`src/design/swpf_pkg.sv`:
```
// Shared types and constants of the whitelist packet filter.
// Used by swpf_ctrl, swpf_dp and stateless_whitelist_packet_filter.
package swpf_pkg;

  localparam int unsigned InDataW  = 168;
  localparam int unsigned OutDataW = 16;

  localparam logic [1:0] FAM_V4_OK    = 2'd0;
  localparam logic [1:0] FAM_V4_BAD   = 2'd1;
  localparam logic [1:0] FAM_V6_LOOP  = 2'd2;
  localparam logic [1:0] FAM_V6_OTHER = 2'd3;

  localparam logic [1:0] DIR_IN  = 2'd1;
  localparam logic [1:0] DIR_OUT = 2'd2;

  localparam logic [7:0] PROTO_TCP = 8'd6;
  localparam logic [7:0] PROTO_UDP = 8'd17;

  localparam logic [7:0]  LOOP_NET  = 8'd127;
  localparam int unsigned NET_SHIFT = 24;

  typedef enum logic [1:0] {
    CMD_CLASSIFY = 2'd0,
    CMD_ADD      = 2'd1,
    CMD_DELETE   = 2'd2,
    CMD_CLEAR    = 2'd3
  } cmd_e;

  typedef enum logic [1:0] {
    STS_OK        = 2'd0,
    STS_FULL      = 2'd1,
    STS_NOT_FOUND = 2'd2
  } status_e;

  typedef struct packed {
    cmd_e        cmd;
    logic [1:0]  family;
    logic [1:0]  direction;
    logic [31:0] src_ip;
    logic [31:0] dst_ip;
    logic [7:0]  protocol;
    logic [15:0] src_port;
    logic [15:0] dst_port;
    logic [1:0]  tcp_flags;
    logic [31:0] rule_ip;
    logic [15:0] rule_port;
    logic [7:0]  rule_proto;
  } item_t;

  typedef struct packed {
    logic [31:0] ip;
    logic [15:0] port;
    logic [7:0]  proto;
    logic [1:0]  dir;
  } rule_t;

  // controller to datapath
  typedef struct packed {
    logic    latch;
    logic    add_wr;
    logic    clear;
    logic    scan_start;
    logic    scan_step;
    logic    shift_start;
    logic    shift_step;
    logic    dec;
    logic    res_set;
    logic    res_verdict;
    status_e res_status;
    logic    out_load;
  } ctl_t;

  // datapath to controller
  typedef struct packed {
    cmd_e cmd;
    logic cls_fast;
    logic cls_fast_verdict;
    logic full;
    logic hit;
    logic scan_end;
    logic shift_end;
  } sts_t;

endpackage

```
`src/design/swpf_dp.sv`:
```
// Datapath of the whitelist packet filter: item register, rule memory,
// scan and compaction pointers, rule compare and result registers.
// Depends on swpf_pkg.
module swpf_dp #(
  parameter int unsigned MAX_RULES = 64
) (
  input  logic             clk_i,
  input  logic             rst_ni,
  input  logic             cfg_wr_en_i,
  input  logic             cfg_wr_data_i,
  input  swpf_pkg::item_t  item_i,
  input  swpf_pkg::ctl_t   ctl_i,
  output swpf_pkg::sts_t   sts_o,
  output logic             out_verdict_o,
  output logic [1:0]       out_status_o,
  output logic [6:0]       out_rules_o
);
  import swpf_pkg::*;

  localparam int unsigned CntW = $clog2(MAX_RULES + 1);
  localparam int unsigned IdxW = (MAX_RULES > 1) ? $clog2(MAX_RULES) : 1;

  item_t            item_q;
  logic             iso_q;
  logic [CntW-1:0]  count_q, count_d;
  logic [CntW-1:0]  ptr_q, ptr_d;
  logic             rd_vld_q, rd_vld_d;
  logic [IdxW-1:0]  rd_idx_q;
  rule_t            rdata_q;
  rule_t            mem_q [MAX_RULES];
  logic             res_verdict_q;
  status_e          res_status_q;
  logic             issue;
  logic             wr_en;
  logic [IdxW-1:0]  wr_addr;
  rule_t            wr_data;
  rule_t            item_rule;
  logic [1:0]       pdir;
  logic [31:0]      rem_ip;
  logic [15:0]      rem_port;
  logic             loopback;
  logic             tcp_pass;
  logic             match;
  logic             cls_fast;
  logic             cls_fast_verdict;
  logic [CntW+6:0]  count_ext;

  assign item_rule = '{ip: item_q.rule_ip, port: item_q.rule_port,
                       proto: item_q.rule_proto, dir: item_q.direction};

  // packet view used by the rule compare
  always_comb begin
    pdir     = (item_q.direction == DIR_IN) ? DIR_IN : DIR_OUT;
    rem_ip   = (pdir == DIR_IN) ? item_q.src_ip : item_q.dst_ip;
    if (item_q.protocol == PROTO_TCP) begin
      rem_port = item_q.dst_port;
    end else if (item_q.protocol == PROTO_UDP) begin
      rem_port = (pdir == DIR_IN) ? item_q.src_port : item_q.dst_port;
    end else begin
      rem_port = 16'd0;
    end
    loopback = (item_q.src_ip[31:NET_SHIFT] == LOOP_NET) ||
               (item_q.dst_ip[31:NET_SHIFT] == LOOP_NET);
    tcp_pass = (item_q.protocol == PROTO_TCP) &&
               !(item_q.tcp_flags[0] && !item_q.tcp_flags[1]);
  end

  // verdicts that need no table walk
  always_comb begin
    cls_fast         = 1'b1;
    cls_fast_verdict = 1'b0;
    if (!iso_q) begin
      cls_fast_verdict = 1'b1;
    end else if (item_q.family == FAM_V6_LOOP) begin
      cls_fast_verdict = 1'b1;
    end else if (item_q.family == FAM_V6_OTHER) begin
      cls_fast_verdict = 1'b0;
    end else if (loopback) begin
      cls_fast_verdict = 1'b1;
    end else if (item_q.family == FAM_V4_BAD) begin
      cls_fast_verdict = 1'b0;
    end else if (tcp_pass) begin
      cls_fast_verdict = 1'b1;
    end else if (count_q == '0) begin
      cls_fast_verdict = 1'b0;
    end else begin
      cls_fast = 1'b0;
    end
  end

  // compare the entry read last cycle
  always_comb begin
    if (item_q.cmd == CMD_DELETE) begin
      match = (rdata_q == item_rule);
    end else begin
      match = ((rdata_q.ip == '0) || (rdata_q.ip == rem_ip)) &&
              ((rdata_q.port == '0) || (rdata_q.port == rem_port)) &&
              ((rdata_q.proto == '0) || (rdata_q.proto == item_q.protocol)) &&
              ((rdata_q.dir == '0) || (rdata_q.dir == pdir));
    end
  end

  assign sts_o.cmd              = item_q.cmd;
  assign sts_o.cls_fast         = cls_fast;
  assign sts_o.cls_fast_verdict = cls_fast_verdict;
  assign sts_o.full             = (count_q == CntW'(MAX_RULES));
  assign sts_o.hit              = rd_vld_q && match;
  assign sts_o.scan_end         = !sts_o.hit && (ptr_q == count_q);
  assign sts_o.shift_end        = !rd_vld_q && (ptr_q == count_q);

  assign issue = (ctl_i.scan_step || ctl_i.shift_step) && (ptr_q < count_q);

  // write an added rule at the table end, or move an entry to the previous slot during compaction
  assign wr_en   = ctl_i.add_wr || (ctl_i.shift_step && rd_vld_q);
  assign wr_addr = ctl_i.add_wr ? count_q[IdxW-1:0] : rd_idx_q - IdxW'(1);
  assign wr_data = ctl_i.add_wr ? item_rule : rdata_q;

  always_comb begin
    count_d = count_q;
    if (ctl_i.clear) begin
      count_d = '0;
    end else if (ctl_i.add_wr) begin
      count_d = count_q + CntW'(1);
    end else if (ctl_i.dec) begin
      count_d = count_q - CntW'(1);
    end
  end

  always_comb begin
    ptr_d    = ptr_q;
    rd_vld_d = rd_vld_q;
    if (ctl_i.scan_start) begin
      ptr_d    = '0;
      rd_vld_d = 1'b0;
    end else if (ctl_i.shift_start) begin
      ptr_d    = CntW'(rd_idx_q) + CntW'(1);
      rd_vld_d = 1'b0;
    end else if (ctl_i.scan_step || ctl_i.shift_step) begin
      rd_vld_d = issue;
      if (issue) begin
        ptr_d = ptr_q + CntW'(1);
      end
    end
  end

  always_ff @(posedge clk_i or negedge rst_ni) begin
    if (!rst_ni) begin
      iso_q    <= 1'b0;
      count_q  <= '0;
      ptr_q    <= '0;
      rd_vld_q <= 1'b0;
    end else begin
      if (cfg_wr_en_i) begin
        iso_q <= cfg_wr_data_i;
      end
      count_q  <= count_d;
      ptr_q    <= ptr_d;
      rd_vld_q <= rd_vld_d;
    end
  end

  always_ff @(posedge clk_i) begin
    if (wr_en) begin
      mem_q[wr_addr] <= wr_data;
    end
    if (issue) begin
      rdata_q  <= mem_q[ptr_q[IdxW-1:0]];
      rd_idx_q <= ptr_q[IdxW-1:0];
    end
  end

  assign count_ext = {7'd0, count_q};

  always_ff @(posedge clk_i) begin
    if (ctl_i.latch) begin
      item_q <= item_i;
    end
    if (ctl_i.res_set) begin
      res_verdict_q <= ctl_i.res_verdict;
      res_status_q  <= ctl_i.res_status;
    end
    if (ctl_i.out_load) begin
      out_verdict_o <= res_verdict_q;
      out_status_o  <= res_status_q;
      out_rules_o   <= count_ext[6:0];
    end
  end

endmodule

```
`src/design/swpf_ctrl.sv`:
```
// Controller of the whitelist packet filter: sequences one command
// through execute, table scan, compaction and result hand-off.
// Depends on swpf_pkg.
module swpf_ctrl (
  input  logic            clk_i,
  input  logic            rst_ni,
  input  logic            in_valid_i,
  output logic            in_ready_o,
  output logic            out_valid_o,
  input  logic            out_ready_i,
  input  swpf_pkg::sts_t  sts_i,
  output swpf_pkg::ctl_t  ctl_o
);
  import swpf_pkg::*;

  typedef enum logic [4:0] {
    S_IDLE  = 5'b00001,
    S_EXEC  = 5'b00010,
    S_SCAN  = 5'b00100,
    S_SHIFT = 5'b01000,
    S_DONE  = 5'b10000
  } state_e;

  state_e state_q, state_d;
  logic   out_vld_q, out_vld_d;
  logic   out_free;

  assign in_ready_o  = (state_q == S_IDLE);
  assign out_valid_o = out_vld_q;
  assign out_free    = !out_vld_q || out_ready_i;

  always_comb begin
    state_d = state_q;
    ctl_o   = '0;
    case (state_q)
      S_IDLE: begin
        if (in_valid_i) begin
          ctl_o.latch = 1'b1;
          state_d     = S_EXEC;
        end
      end
      S_EXEC: begin
        case (sts_i.cmd)
          CMD_CLASSIFY: begin
            if (sts_i.cls_fast) begin
              ctl_o.res_set     = 1'b1;
              ctl_o.res_verdict = sts_i.cls_fast_verdict;
              ctl_o.res_status  = STS_OK;
              state_d           = S_DONE;
            end else begin
              ctl_o.scan_start = 1'b1;
              state_d          = S_SCAN;
            end
          end
          CMD_ADD: begin
            ctl_o.res_set    = 1'b1;
            ctl_o.res_status = sts_i.full ? STS_FULL : STS_OK;
            ctl_o.add_wr     = !sts_i.full;
            state_d          = S_DONE;
          end
          CMD_DELETE: begin
            ctl_o.scan_start = 1'b1;
            state_d          = S_SCAN;
          end
          default: begin
            ctl_o.clear      = 1'b1;
            ctl_o.res_set    = 1'b1;
            ctl_o.res_status = STS_OK;
            state_d          = S_DONE;
          end
        endcase
      end
      S_SCAN: begin
        if (sts_i.hit && (sts_i.cmd == CMD_DELETE)) begin
          ctl_o.shift_start = 1'b1;
          state_d           = S_SHIFT;
        end else if (sts_i.hit) begin
          ctl_o.res_set     = 1'b1;
          ctl_o.res_verdict = 1'b1;
          ctl_o.res_status  = STS_OK;
          state_d           = S_DONE;
        end else if (sts_i.scan_end) begin
          ctl_o.res_set    = 1'b1;
          ctl_o.res_status = (sts_i.cmd == CMD_DELETE) ? STS_NOT_FOUND : STS_OK;
          state_d          = S_DONE;
        end else begin
          ctl_o.scan_step = 1'b1;
        end
      end
      S_SHIFT: begin
        if (sts_i.shift_end) begin
          ctl_o.dec        = 1'b1;
          ctl_o.res_set    = 1'b1;
          ctl_o.res_status = STS_OK;
          state_d          = S_DONE;
        end else begin
          ctl_o.shift_step = 1'b1;
        end
      end
      S_DONE: begin
        // hold the result until the output register frees up
        if (out_free) begin
          ctl_o.out_load = 1'b1;
          state_d        = S_IDLE;
        end
      end
      default: begin
        state_d = S_IDLE;
      end
    endcase
  end

  always_comb begin
    out_vld_d = out_vld_q;
    if (ctl_o.out_load) begin
      out_vld_d = 1'b1;
    end else if (out_ready_i) begin
      out_vld_d = 1'b0;
    end
  end

  always_ff @(posedge clk_i or negedge rst_ni) begin
    if (!rst_ni) begin
      state_q   <= S_IDLE;
      out_vld_q <= 1'b0;
    end else begin
      state_q   <= state_d;
      out_vld_q <= out_vld_d;
    end
  end

endmodule

```
`src/design/stateless_whitelist_packet_filter.sv`:
```
// Whitelist packet filter, one command per word: classify, add, delete, clear.
// Add, clear and classify verdicts that need no rule walk go straight from execute
// to result; other classifies and deletes walk the table, one memory read a cycle
// over the N rules, and a delete that finds its rule then compacts the table.
// One command is in flight at a time: a new word is taken only while idle.
// Reset clears the rule count and the mode register; the rule memory is not cleared.
module stateless_whitelist_packet_filter #(
  parameter int unsigned MAX_RULES = 64
) (
  input  logic                             clk_i,
  input  logic                             rst_ni,
  input  logic                             cfg_wr_en_i,
  input  logic                             cfg_wr_data_i,   // isolated_mode
  input  logic                             s_axis_tvalid,
  output logic                             s_axis_tready,
  // family, direction, src_ip, dst_ip, protocol, src_port, dst_port,
  // tcp_flags, rule_ip, rule_port, rule_proto, zero pad
  input  logic [swpf_pkg::InDataW-1:0]     s_axis_tdata,
  input  logic [1:0]                       s_axis_tuser,    // cmd
  output logic                             m_axis_tvalid,
  input  logic                             m_axis_tready,
  // verdict, status, rules_in_use, zero pad
  output logic [swpf_pkg::OutDataW-1:0]    m_axis_tdata
);
  import swpf_pkg::*;

  item_t      item;
  ctl_t       ctl;
  sts_t       sts;
  logic       out_verdict;
  logic [1:0] out_status;
  logic [6:0] out_rules;

  always_comb begin
    item.cmd        = cmd_e'(s_axis_tuser);
    item.family     = s_axis_tdata[1:0];
    item.direction  = s_axis_tdata[3:2];
    item.src_ip     = s_axis_tdata[35:4];
    item.dst_ip     = s_axis_tdata[67:36];
    item.protocol   = s_axis_tdata[75:68];
    item.src_port   = s_axis_tdata[91:76];
    item.dst_port   = s_axis_tdata[107:92];
    item.tcp_flags  = s_axis_tdata[109:108];
    item.rule_ip    = s_axis_tdata[141:110];
    item.rule_port  = s_axis_tdata[157:142];
    item.rule_proto = s_axis_tdata[165:158];
  end

  swpf_ctrl u_ctrl (
    .clk_i       (clk_i),
    .rst_ni      (rst_ni),
    .in_valid_i  (s_axis_tvalid),
    .in_ready_o  (s_axis_tready),
    .out_valid_o (m_axis_tvalid),
    .out_ready_i (m_axis_tready),
    .sts_i       (sts),
    .ctl_o       (ctl)
  );

  swpf_dp #(
    .MAX_RULES (MAX_RULES)
  ) u_dp (
    .clk_i         (clk_i),
    .rst_ni        (rst_ni),
    .cfg_wr_en_i   (cfg_wr_en_i),
    .cfg_wr_data_i (cfg_wr_data_i),
    .item_i        (item),
    .ctl_i         (ctl),
    .sts_o         (sts),
    .out_verdict_o (out_verdict),
    .out_status_o  (out_status),
    .out_rules_o   (out_rules)
  );

  assign m_axis_tdata = {6'd0, out_rules, out_status, out_verdict};

endmodule

```
`config.mk`:
```
export PLATFORM = sky130hd
export DESIGN_NAME = stateless_whitelist_packet_filter
export DESIGN_NICKNAME = d
export VERILOG_FILES = /design/src/design/swpf_pkg.sv /design/src/design/swpf_dp.sv /design/src/design/swpf_ctrl.sv /design/src/design/stateless_whitelist_packet_filter.sv
export SDC_FILE = /design/constraint.sdc
export NUM_CORES = 2
export LEC_CHECK = 0
export ABC_CLOCK_PERIOD_IN_PS = 7150
export BUFFER_PORTS_ARGS = -buffer_cell sky130_fd_sc_hd__buf_2
export CAP_MARGIN = 20
export CORE_UTILIZATION = 45
export CTS_CLUSTER_SIZE = 25
export DETAILED_ROUTE_END_ITERATION = 16
export PLACE_DENSITY = 0.65
export SLEW_MARGIN = 20
export SYNTH_ARGS = -nofsm -noshare
export SYNTH_HDL_FRONTEND = slang
export SYNTH_SLANG_ARGS = --single-unit
```
`constraint.sdc`:
```
create_clock -name clk_i -period 7.15 [get_ports clk_i]
set_input_delay 0.3575 -clock clk_i [delete_from_list [all_inputs] [get_ports clk_i]]
set_output_delay 0.3575 -clock clk_i [all_outputs]
set_load 0.05 [all_outputs]
```
== Yosys cells after proc, flatten, opt, wreduce, memory -nomap -nowiden ==
Memories as Yosys holds them, arrays and structs flattened. A register that Yosys moved wholly into a read port is not among the register bits.
Index checks and enable logic that the tools add are counted.
Operators by class
  magnitude comparators: 1
  div/mod/pow operators: 0
  mux-type cells: 76
  reduce and logical (&&, ||, !) cells: 38
  bitwise logic cells: 0
  $mul: 0
  equal/unequal tests: 27
  $add $sub $neg: 5
  shifts and indexed selects: 0
Operators by type and width (count)
  58-bit == test: 1
  58-bit two-way mux: 1
  7-bit two-way mux: 7
  16-bit two-way mux: 3
  1-bit two-way mux: 38
  5-bit two-way mux: 7
  32-bit == test: 1
  32-bit zero test: 1
  32-bit two-way mux: 1
  5-bit case mux with 5 select lines: 1
  16-bit == test: 1
  8-bit by 7-bit == test with 1-bit output, second input constant: 2
  16-bit zero test: 1
  7-bit by 1-bit adder with 7-bit output, second input constant: 2
  2-bit two-way mux: 7
  1-bit logical AND: 11
  5-bit case mux with 2 select lines: 1
  3-bit nonzero test: 3
  2-bit by 1-bit == test with 1-bit output, second input constant: 4
  8-bit by 3-bit == test with 1-bit output, second input constant: 1
  8-bit by 5-bit == test with 1-bit output, second input constant: 1
  8-bit == test: 1
  8-bit zero test: 1
  1-bit logical OR: 8
  other kinds (29): 42
Storage, ports and cells
  input port bits: 176
  word-level logic and storage cells: 172
  bits in latches: 0
  register bits: 209
  bits in writable memories: 3712
  bits in read-only memories: 0
  memories: 1
Memories
  u_dp.mem_q: words 64, width 58, read ports 1, clocked after Yosys merged registers in 1, wr ports 1, line swpf_dp.sv:30  | rule_t mem_q [MAX_RULES];

== Longest topological paths before layout ==
  depth in word-level cells: 25
  mapped depth: 18

== Cells and area by module ==
A second synthesis with hierarchy kept.
Second synthesis, totals
  cells, all modules: 6239
  area total of the unflattened synthesis: 152822.8 µm²
By module, submodules not included
  swpf_dp: cells each 6174, times used 1, seq. area each 119224.3 µm², area an instance 152259.8 µm²
  swpf_ctrl: cells each 57, times used 1, seq. area each 151.4 µm², area an instance 506.7 µm²
  stateless_whitelist_packet_filter: cells each 8, times used 1, seq. area each 0.0 µm², area an instance 56.3 µm²

== Least setup slack after synthesis ==
OpenSTA, ideal clock, no wires.
  path kind: register -> register
  start: register u_ctrl.state_q[3]
  end: register u_dp.item_q[0] in the netlist's numbering (enable)
  path buffers: 0
  path slack: 0.717 ns
  stages on the path, launching flop included: 4
  arrival time: 5.886 ns
  path through: dfrtp_1 > nor3_1 > nor3b_1 > and2_1
RTL lines
  start, declared: line swpf_ctrl.sv:24  | state_e state_q, state_d;
  start signal, assigned: line swpf_ctrl.sv:127  | state_q <= state_d;
  end signal, assigned: line swpf_dp.sv:176  | item_q <= item_i;
  end, declared: line swpf_dp.sv:23  | item_t item_q;

== Worst setup path in the final report ==
  start: register u_dp.count_q[0]
  end: memory u_dp.mem_q[39][12] in the netlist's numbering (enable)
On the way
  word-level cells in the longest chain between the ends: 8
  elaborated cells between the ends (all ways): 13
  classes of those cells: eq/ne (2); mux (7); reduce/logical (4)
Ends and longest elaborated chain
  start, declared: line swpf_dp.sv:25  | logic [CntW-1:0] count_q, count_d;
  start signal, assigned: line swpf_dp.sv:156  | count_q <= count_d;
  7-bit == test: line swpf_dp.sv:109  | assign sts_o.shift_end = !rd_vld_q && (ptr_q == count_q);
  1-bit logical AND: line swpf_dp.sv:109
  1-bit two-way mux: line swpf_ctrl.sv:91  | if (sts_i.shift_end) begin
  2-bit two-way mux: line swpf_ctrl.sv:35  | case (state_q)
  1-bit logical AND: line swpf_dp.sv:114  | assign wr_en = ctl_i.add_wr || (ctl_i.shift_step && rd_vld_q);
  1-bit logical OR: line swpf_dp.sv:114
  1-bit two-way mux: line swpf_dp.sv:163  | if (wr_en) begin
  1-bit two-way mux (implied by the code): line swpf_dp.sv:164  | mem_q[wr_addr] <= wr_data;
  end, declared: line swpf_dp.sv:30
Parallel ways exist; a longest one is shown, timed or not.

==> metrics.cfg <==
[layout]
finish.utilization = 0.5216
syn_to_final_growth_pct = 15.15
final_nets = 7065
fin_cells = 11860
final_common_cell = edfxtp_1
drive_above_1_share = 0.3210
most-common-layout-cells = 3957 x edfxtp_1, 1218 x mux4_2, 400 x clkbuf_16
fillers = 25520

[sta]
tightestPinTransition_ns = 1.234
hold_viol = 0
maxSlewViolCount = 0
setup_viol = 0
slew-limit-headroom = 0.1772
skew_ns = 0.06425
rsz0062_at_grt = no
min_period_ns = 5.658
fmax_mhz = 176.7
fin_tns_setup_ns = 0
post-route-period-util = 0.7913

[placed_design]
io_buffers = 185
hpwl_um = 231900
dpl.cell_count = 10820
gp_congestion = 0.8727

[synthesis]
synth_xor_area_frac = 0.005846
yosys_warnings = 0
synth_top_family_by_area = multiplexers
netlist_area_mm2 = 0.1528
synth-edff-count = 3957
synth_cell_types = 74
synth-main-ff-cell = edfxtp_1
async_flop_share = 0.005529
synth_seq_cells = 3979
muxShareOfSynthArea = 0.1844
yosysSeqAreaShare = 0.7811
synth-simple-area-share = 0.01096
synth_compound_area_frac = 0.007434
synth_fa_ha_area_frac = 0.001277
syn_area_per_cell_um2 = 24.56
synthesis.instances = 6223

[detailed_routing]
viasPerCell = 6.129
drc = 0
ant_nets = 0
wire_per_inst_um = 34.73
initialDrtViolationCount = 10640
num_vias = 72700
detail_route.first_pass.iterations = 12
wirelength_um = 412000

[floorplan]
die_area_mm2 = 0.3419
initial_core_util = 0.4529
core_mm2 = 0.3374
die_h_um = 584.8
io_pins = 194
rows = 213
die_x_um = 584.8

[global_route]
antenna_found_initial = 36
grt.overflow.total = 0
grt_start_max_net_pins = 129
grt_usage = 0.2404
grt_pass1_wl_um = 570600
grt_pass1_vias = 72680

[clock_network]
htreeDepth = 5
numCtsBuffers = 392
root_buffer = clkbuf_16
clock_latency_ns = 0.94
clock_sinks = 3979
cts_tree = done
cts_buffer_depth = 4
clk_pin_slew_ns = 0.06

[worst_setup_path]
r2r_cells = 9
critPathKind = reg2reg
critical_path_required_ns = 7.71
crit_fanout = 51
arrival_ns = 6.22
cp-end-kind = flop
r2r-start = u_dp.count_q[0]
startpoint = u_dp.count_q[0]
startpoint_type = flop

[pwr]
seq_power_share = 0.487
vdd_drop_max_mv = 0.3703
p_per_area_mw_per_mm2 = 308.5
p_clk_frac = 0.374
p_leak_uw = 0.05321
combPwrFrac = 0.139
p_int_uw = 41390
p_sw_uw = 12900
p_total_uw = 54280
switching_share = 0.2376

[run_status]
status = finished, final reports clean

[run]
cap_viol_max_count = 0

[hold_path]
hold_class = in2async

-- Yosys cell counts (20+ instances only) --
cell type,count,area share
edfxtp_1,3957,0.78
a21oi_1,23,0.00075
inv_1,48,0.0012
nand3_1,25,0.00082
dfrtp_1,21,0.0034
nor4_1,33,0.0014
nor2_1,97,0.0024
xnor2_1,41,0.0023
nand2b_1,20,0.00082
clkbuf_1,220,0.0054
nor2b_1,24,0.00098
mux4_2,1218,0.18
buf_1,65,0.0016
o21ai_0,21,0.00069
nor3_1,22,0.00072
xor2_1,61,0.0035
mux2_2,59,0.0043
nand2_1,54,0.0013
-- state kept, by name, summed over array words and instances, names as in the netlist --
register,flops
u_dp.res_status_q,2
u_dp.rd_idx_q,6
u_dp.item_q,166
u_dp.ptr_q,7
u_dp.rdata_q,58
u_dp.out_rules_o,7
u_dp.count_q,7
u_dp.iso_q,1
u_dp.mem_q,3712
u_dp.res_verdict_q,1
u_ctrl.out_valid_o,1
u_ctrl.state_q,5
u_dp.rd_vld_q,1
u_dp.out_verdict_o,1
u_dp.out_status_o,2
u_dp.sts_o,2
-- layout make-up --
cell class / count / area (µm²) / share of cell area
diodes: 161 / 402.9 / 0.002290
well taps: 4515 / 5649 / 0.03210
repair buffers: 556 / 5055 / 0.02873
clock buffers: 477 / 10370 / 0.05892
multi-input cells: 1896 / 32800 / 0.1864
inverters: 49 / 186.4 / 0.001059
flip-flops and latches: 3979 / 119400 / 0.6785
clock inverters: 229 / 2113 / 0.01201
-- worst paths after layout --
kind                                         to  slack (ns)
hold / removal                u_ctrl.state_q[4]        0.07
setup reg to reg             u_dp.mem_q[39][12]        1.49
hold reg to reg            u_dp.out_status_o[1]        0.42
max in group asynchronous         u_dp.ptr_q[4]        6.51
min in group clk_i              u_dp.item_q[23]        0.16
setup / recovery             u_dp.mem_q[39][12]        1.49
-- repair_timing --
item / CTS / global route
gates resized for setup: 0 / 0
hold endpoints to repair: 194 / 0
hold buffers: 173 / 0
setup buffers: 0 / 0
-- layer usage --
metal / wire length, µm / vias up / GRT usage
met5: 23 / - / 0
met4: 22470 / 4 / 0.1234
met3: 36770 / 642 / 0.04139
met2: 200400 / 4002 / 0.3825
met1: 152300 / 39570 / 0.3218
li1: - / 28480 / -
-- power by group through the flow --
| stage | clock network, µW | logic [µW] | registers (µW) |
|---|---|---|---|
| final | 20300 | 7550 | 26400 |
| after global routing | 21300 | 8000 | 26400 |
| after CTS | 20500 | 7650 | 26400 |
| after detailed placement | 0 | 7550 | 26900 |
| after global placement | 0 | 7480 | 26900 |
| after floorplan | 0 | 5480 | 26700 |
-- through the flow --
step                area (µm²)  setup WS (ns)  hold WS (ns)
floorplan               152800         0.7174       0.06191
global placement        161100          1.580        0.4080
detailed placement      161100          1.646        0.4084
CTS                     175400          1.599       0.09504
global route            176000          1.211        0.1327
finish                  176000          1.492       0.07237
-- worst max-delay path: stages, from the launching register on --
cell and delay (ns):
dfrtp_1 0.53, or4_1 0.56, nor3_1 0.40, nand2_1 0.20
nand2_4 0.68, o21ai_0 0.46, nor2b_1 0.30, nand3_1 0.63
nor2_4 1.15, buf_12 0.30
-- cells by family (layout without fill, tap and decap cells) --
logic type      count (synthesis)  after routing
buf+inv                       353           1311
other cells                     1            167
flops                        3979           3979
fa+ha+maj                      15             15
compound gates                158            158
mux                          1285           1285
simple gates                  330            330
xor+xnor                      102            102
Power figures use the tool's default switching activity.
